<file path="src/bpq_pkg.sv">
// ----------------------------------------------------------------------------
// bpq_pkg
// Shared types, codes and helpers of the buffer pool with three-queue
// replacement: state machine codes, controller/datapath bundles, status codes.
// ----------------------------------------------------------------------------
package bpq_pkg;

    // default sizes
    localparam int DEF_NUM_PAGES   = 1024;
    localparam int DEF_NUM_FRAMES  = 64;
    localparam int DEF_MAX_HOLDERS = 15;

    // fixed field widths
    localparam int PAGE_W     = 10;
    localparam int SLOT_OUT_W = 6;
    localparam int STATUS_W   = 3;
    localparam int LIMIT_W    = 7;
    localparam int CNT_W      = 16;
    localparam int S_TDATA_W  = 16;
    localparam int M_TDATA_W  = 24;

    localparam logic [LIMIT_W-1:0] FRAME_LIMIT_RESET = 7'd64;
    localparam logic [CNT_W-1:0]   CNT_MAX           = 16'hFFFF;

    // result status codes
    localparam logic [STATUS_W-1:0] STAT_GRANTED      = 3'd0;
    localparam logic [STATUS_W-1:0] STAT_BLOCKED      = 3'd1;
    localparam logic [STATUS_W-1:0] STAT_NO_FRAME     = 3'd2;
    localparam logic [STATUS_W-1:0] STAT_BAD_PAGE     = 3'd3;
    localparam logic [STATUS_W-1:0] STAT_NOT_RESIDENT = 3'd4;

    // queue codes of a frame
    localparam logic [1:0] Q_NONE  = 2'd0;
    localparam logic [1:0] Q_FIRST = 2'd1;
    localparam logic [1:0] Q_REUSE = 2'd2;
    localparam logic [1:0] Q_HOT   = 2'd3;

    // controller states
    typedef enum logic [2:0] {
        ST_CLEAR, ST_IDLE, ST_LOOK, ST_UNFIX, ST_FIXHIT, ST_EVICT, ST_ALLOC, ST_DONE
    } state_t;

    // datapath operations
    typedef enum logic [2:0] {
        OP_CLEAR, OP_IDLE, OP_LOOK, OP_UNFIX, OP_FIXHIT, OP_EVICT, OP_ALLOC, OP_FLUSH
    } op_t;

    // outcome of the page lookup
    typedef enum logic [2:0] {
        LK_DONE, LK_UNFIX, LK_FIXHIT, LK_ALLOC, LK_EVICT
    } look_t;

    typedef struct packed {
        op_t  op;
        logic ready;
    } cmd_t;

    typedef struct packed {
        logic  clear_last;
        look_t look;
        logic  evict_alloc;
        logic  out_free;
    } sts_t;

    // saturating counter increment
    function automatic logic [CNT_W-1:0] sat_inc(input logic [CNT_W-1:0] v);
        return (v == CNT_MAX) ? v : v + 16'd1;
    endfunction

endpackage

</file>
<file path="src/bpq_ctrl.sv">
// ----------------------------------------------------------------------------
// bpq_ctrl
// Sequencer of the buffer pool: clearing pass, lookup, update steps per request
// kind, and hand-off of the result to the output register.
// ----------------------------------------------------------------------------
module bpq_ctrl (
    input  logic          aclk,
    input  logic          aresetn,
    input  logic          s_tvalid,
    input  bpq_pkg::sts_t sts,
    output bpq_pkg::cmd_t cmd
);

    bpq_pkg::state_t state_reg, state_next;

    // state register
    always_ff @(posedge aclk) begin
        if (!aresetn) begin
            state_reg <= bpq_pkg::ST_CLEAR;
        end else begin
            state_reg <= state_next;
        end
    end

    // next state
    always_comb begin
        state_next = state_reg;
        case (state_reg)
            bpq_pkg::ST_CLEAR: begin
                if (sts.clear_last) state_next = bpq_pkg::ST_IDLE;
            end
            bpq_pkg::ST_IDLE: begin
                if (s_tvalid) state_next = bpq_pkg::ST_LOOK;
            end
            bpq_pkg::ST_LOOK: begin
                case (sts.look)
                    bpq_pkg::LK_UNFIX:  state_next = bpq_pkg::ST_UNFIX;
                    bpq_pkg::LK_FIXHIT: state_next = bpq_pkg::ST_FIXHIT;
                    bpq_pkg::LK_ALLOC:  state_next = bpq_pkg::ST_ALLOC;
                    bpq_pkg::LK_EVICT:  state_next = bpq_pkg::ST_EVICT;
                    default:            state_next = bpq_pkg::ST_DONE;
                endcase
            end
            bpq_pkg::ST_UNFIX:  state_next = bpq_pkg::ST_DONE;
            bpq_pkg::ST_FIXHIT: state_next = bpq_pkg::ST_DONE;
            bpq_pkg::ST_EVICT: begin
                state_next = sts.evict_alloc ? bpq_pkg::ST_ALLOC : bpq_pkg::ST_DONE;
            end
            bpq_pkg::ST_ALLOC:  state_next = bpq_pkg::ST_DONE;
            bpq_pkg::ST_DONE: begin
                if (sts.out_free) state_next = bpq_pkg::ST_IDLE;
            end
            default: state_next = bpq_pkg::ST_IDLE;
        endcase
    end

    // command outputs
    always_comb begin
        cmd.ready = 1'b0;
        case (state_reg)
            bpq_pkg::ST_CLEAR:  cmd.op = bpq_pkg::OP_CLEAR;
            bpq_pkg::ST_IDLE: begin
                cmd.op    = bpq_pkg::OP_IDLE;
                cmd.ready = 1'b1;
            end
            bpq_pkg::ST_LOOK:   cmd.op = bpq_pkg::OP_LOOK;
            bpq_pkg::ST_UNFIX:  cmd.op = bpq_pkg::OP_UNFIX;
            bpq_pkg::ST_FIXHIT: cmd.op = bpq_pkg::OP_FIXHIT;
            bpq_pkg::ST_EVICT:  cmd.op = bpq_pkg::OP_EVICT;
            bpq_pkg::ST_ALLOC:  cmd.op = bpq_pkg::OP_ALLOC;
            bpq_pkg::ST_DONE:   cmd.op = bpq_pkg::OP_FLUSH;
            default:            cmd.op = bpq_pkg::OP_IDLE;
        endcase
    end

endmodule

</file>
<file path="config.mk">
export PLATFORM = sky130hd
export DESIGN_NAME = bpq_ctrl
export DESIGN_NICKNAME = d
export VERILOG_FILES = /design/src/bpq_pkg.sv /design/src/bpq_ctrl.sv
export SDC_FILE = /design/constraint.sdc
export NUM_CORES = 1
export LEC_CHECK = 0
export BUFFER_PORTS_ARGS = -buffer_cell sky130_fd_sc_hd__clkbuf_2
export CORE_AREA = 4 4 41 43
export CTS_CLUSTER_DIAMETER = 30
export DETAILED_ROUTE_END_ITERATION = 7
export DIE_AREA = 0 0 45 47
export PLACE_DENSITY = 0.47
export RECOVER_POWER = 25
export SETUP_SLACK_MARGIN = 0.1
export SYNTH_ARGS = -nofsm -noshare
export SYNTH_HDL_FRONTEND = slang
export SYNTH_SLANG_ARGS = --single-unit
</file>
<file path="constraint.sdc">
create_clock -name aclk -period 3.2 [get_ports aclk]
set_clock_uncertainty 0.2 [all_clocks]
set_input_delay 0.8 -clock aclk [delete_from_list [all_inputs] [get_ports aclk]]
set_output_delay 0.8 -clock aclk [all_outputs]
set_load 0.01 [all_outputs]
</file>
Yosys cells after proc, flatten, opt, wreduce, memory -nomap -nowiden

Cells that the tools add are included.

Equality and inequality tests: 14
Mux-type cells: 8
Reduce and logical (&&, ||, !) cells: 3

Operator list:

| kind               | count |
|---|---|
| $pmux 3 s8         | 1 |
| $pmux 3 s6         | 1 |
| $eq 3x3->1 const B | 5 |
| $eq 3x2->1 const B | 4 |
| $pmux 3 s4         | 1 |
| $mux 3             | 3 |
| $eq 3x1->1 const B | 2 |
| $ne 2x2->1 const B | 3 |
| $logic_not 3->1    | 1 |
| $reduce_and 3->1   | 1 |
| $reduce_or 3->1    | 1 |
| $mux 1             | 2 |

Bits in registers: 3
Input bits: 9
Output and inout bits: 4
Word-level logic and storage cells: 26

Logic depth before layout (Yosys ltp)

Depth in word-level cells: 3
Depth in mapped cells: 4
Mapped depth without buffers: 3

Worst setup path before layout

OpenSTA, ideal clock, no wires.

Kind: register to output
Start point: register state_reg[0]
End point: output port cmd[0] in the netlist's numbering
Arrival time: 0.764 ns
Data required time: 2.200 ns
Path slack: 1.436 ns
Stages on the path, launching flop included: 3
Path buffers: 1
Cell sequence: dfxtp_1 > buf_4 > nor3b_1

RTL lines:

| element                  | RTL line       | RTL |
|---|---|---|
| start: declaration       | bpq_ctrl.sv:14 | `bpq_pkg::state_t state_reg, state_next;` |
| start signal: assignment | bpq_ctrl.sv:19 | `state_reg <= bpq_pkg::ST_CLEAR;` |
| start signal: assignment | bpq_ctrl.sv:21 | `state_reg <= state_next;` |
| end: declaration         | bpq_ctrl.sv:11 | `output bpq_pkg::cmd_t cmd` |

==> impl_metrics.json <==
{
  "top_metal_layer_carrying_routed_signals": "met3",
  "hold_path_startpoint": "state_reg[2]",
  "cpMaxStageDelayCell": "dfxtp_1",
  "detailed_route_wirelength_on_metal2_um": 275,
  "drtPass1Iterations": 4,
  "routed_wl_um": 564,
  "worst_setup_path_startpoint": "state_reg[0]",
  "synth.distinct_cells": 18,
  "min-delay-path-class": "reg2reg",
  "cts-htree-levels": 1,
  "clock.fmax_ghz": 0.469,
  "max_stage_delay_ps": 500,
  "vias": 239,
  "timing.max_cap.violations": 0,
  "start_util_pct": 16.0,
  "overflow": 0,
  "postSynthNetCount": 36,
  "drcViolationCount": 0,
  "crit_family": "flip-flops",
  "wl_met1_um": 239,
  "largest_net_degree_at_the_start_of_global_routing": 12,
  "buffer_ports.inserted": 12,
  "dr.first_iter.drc_count": 6,
  "unrepaired_setup_endpoints_after_global_routing": "no",
  "layout_common_cells": "clkbuf_2, nand2_1, clkbuf_4, dfxtp_1",
  "hold_viol_final": 0,
  "via_per_inst": 4.60,
  "slack_of_the_critical_path_ps": 1070,
  "mostFrequentLayoutCell": "clkbuf_2",
  "die_width_um": 45,
  "cp_cell_sequence": "nor3b_1, clkbuf_2",
  "yosysWarningCount": 0,
  "cts.repair.resized": 0,
  "crit_path_max_fanout": 11,
  "cts-hold-fix-buffers": 0,
  "first_global_vias": 225,
  "max-vdd-ir-drop_uv": 177,
  "fp.coreArea_um2": 1300,
  "worstSetupPathType": "reg2out",
  "clkLatencyLatePin_ps": 240,
  "clockBufferDepth": 2,
  "hold_slack_ps": 386,
  "worst_ep_required_time_ps": 2200,
  "crit_path_end_kind": "output pin",
  "die_area_um2": 2120,
  "post_synth_instance_area_um2": 208,
  "die_y_um": 47,
  "finish.utilization_pct": 21.7,
  "io_pins": 13,
  "postSynthAreaPerCell_um2": 7.69,
  "critical_path.startpoint_type": "flop",
  "ys_ff_latch": 3,
  "setup_violations_final": 0,
  "crit_reg_reg_startpoint": "state_reg[0]",
  "final.period_utilization_pct": 66.6,
  "layout-drive-gt1-share_pct": 37.8,
  "placed_cells": 48,
  "finish.cell_count_without_fillers": 52,
  "timing.final.max_slew_violations": 0,
  "largest_register_ffs": 3,
  "num-nets-final": 47,
  "track_usage_pct": 6.24,
  "grt_antenna_before_repair": 0,
  "seq_area_frac_synth_pct": 28.9,
  "cts.clk_slew.worst_paths_ps": 40,
  "gpl.final_weighted_congestion": 0.661,
  "cts.root.buffer_cell": "clkbuf_4",
  "cts_buffers": 3,
  "worstPathBufferInverterCount": 1,
  "detailroute.wirelength.met3_um": 49,
  "detail_route.wl_per_cell_um": 10.8,
  "detail-route-antenna-nets": 0,
  "placementRows": 13,
  "leakage_nw": 0.119,
  "cts_setup_buffers": 0,
  "tritoncts": "yes",
  "worst_ep_arrival_time_ps": 1130,
  "pwr_density_cell_nw_per_um2": 618,
  "post_synth_inst_count": 27,
  "flow.area_growth_from_synthesis_pct": 36.1,
  "setup_tns_ps": 0,
  "first_pass_grt_wire_length_um": 883,
  "fin_crit_ps": 2130,
  "worstMarginPinSlew_ps": 325,
  "detailedPlace.worstSlack_ps": 1310,
  "clock_sink_count": 3,
  "slew_headroom_pct": 78.3,
  "run_status": "finished, final reports clean",
  "antenna_cells_inserted": 0
}
## worst paths after layout
kind	end	slack, ps	depth (start not counted)
hold reg to reg	state_reg[2]	390	2
setup / recovery	cmd[0]	1070	2
hold / removal	state_reg[2]	390	2
setup reg to reg	state_reg[2]	1770	3
## per-stage QoR
| stage | power, mW | cell area (µm²) |
|---|---|---|
| detailed placement | 0.108 | 258 |
| CTS | 0.180 | 284 |
| global route | 0.187 | 283 |
| floorplan | 0.0959 | 208 |
| global placement | 0.108 | 258 |
| finish | 0.175 | 283 |
## logic make-up (layout without fill, tap and decap cells)
family	after synthesis	in the layout	share of synthesized area, %
XOR/XNOR	1	1	4.22
AND/OR/NAND/NOR	10	10	28.3
flip-flops	3	3	28.9
AO/OA/AOI/OAI	7	7	24.7
buffers and inverters	6	16	13.9
## metal layers
metal	up-vias	global-route usage, %
met5	-	0
met4	0	8.77
met3	0	1.53
met2	11	8.76
met1	111	6.59
li1	117	-
## synth_stat cells (all sizes together)
library cell / count / area [µm²]
a211o: 1 / 8.76
a211oi: 1 / 7.51
a21boi: 1 / 7.51
a21oi: 2 / 10.0
buf: 2 / 12.5
clkbuf: 4 / 16.3
dfxtp: 3 / 60.1
nand2: 3 / 11.3
nand3: 1 / 5.00
nand3b: 1 / 7.51
nand4: 1 / 6.26
nor2: 1 / 3.75
nor3b: 2 / 15.0
o41ai: 2 / 17.5
or4b: 1 / 10.0
xnor2: 1 / 8.76
## area by class of cell
cell class / count / area, µm²
clock buffer: 4 / 26.3
multi-input combinational: 18 / 119
fill: 162 / 1020
sequential: 3 / 60.1
tap: 15 / 18.8
timing repair buffer: 12 / 58.8
## worst min-delay path: stages, from the launching register on
cell and delay [ps]:
dfxtp_1 390, nand2_1 90, a21boi_1 50
## power breakdown
group / internal (mW) / switching (mW) / total, mW
Clock: 0.0469 / 0.0217 / 0.0685
Sequential: 0.0449 / 0.0172 / 0.0621
Combinational: 0.0239 / 0.0201 / 0.0440
No activity file was read; power rests on OpenSTA's default activity.
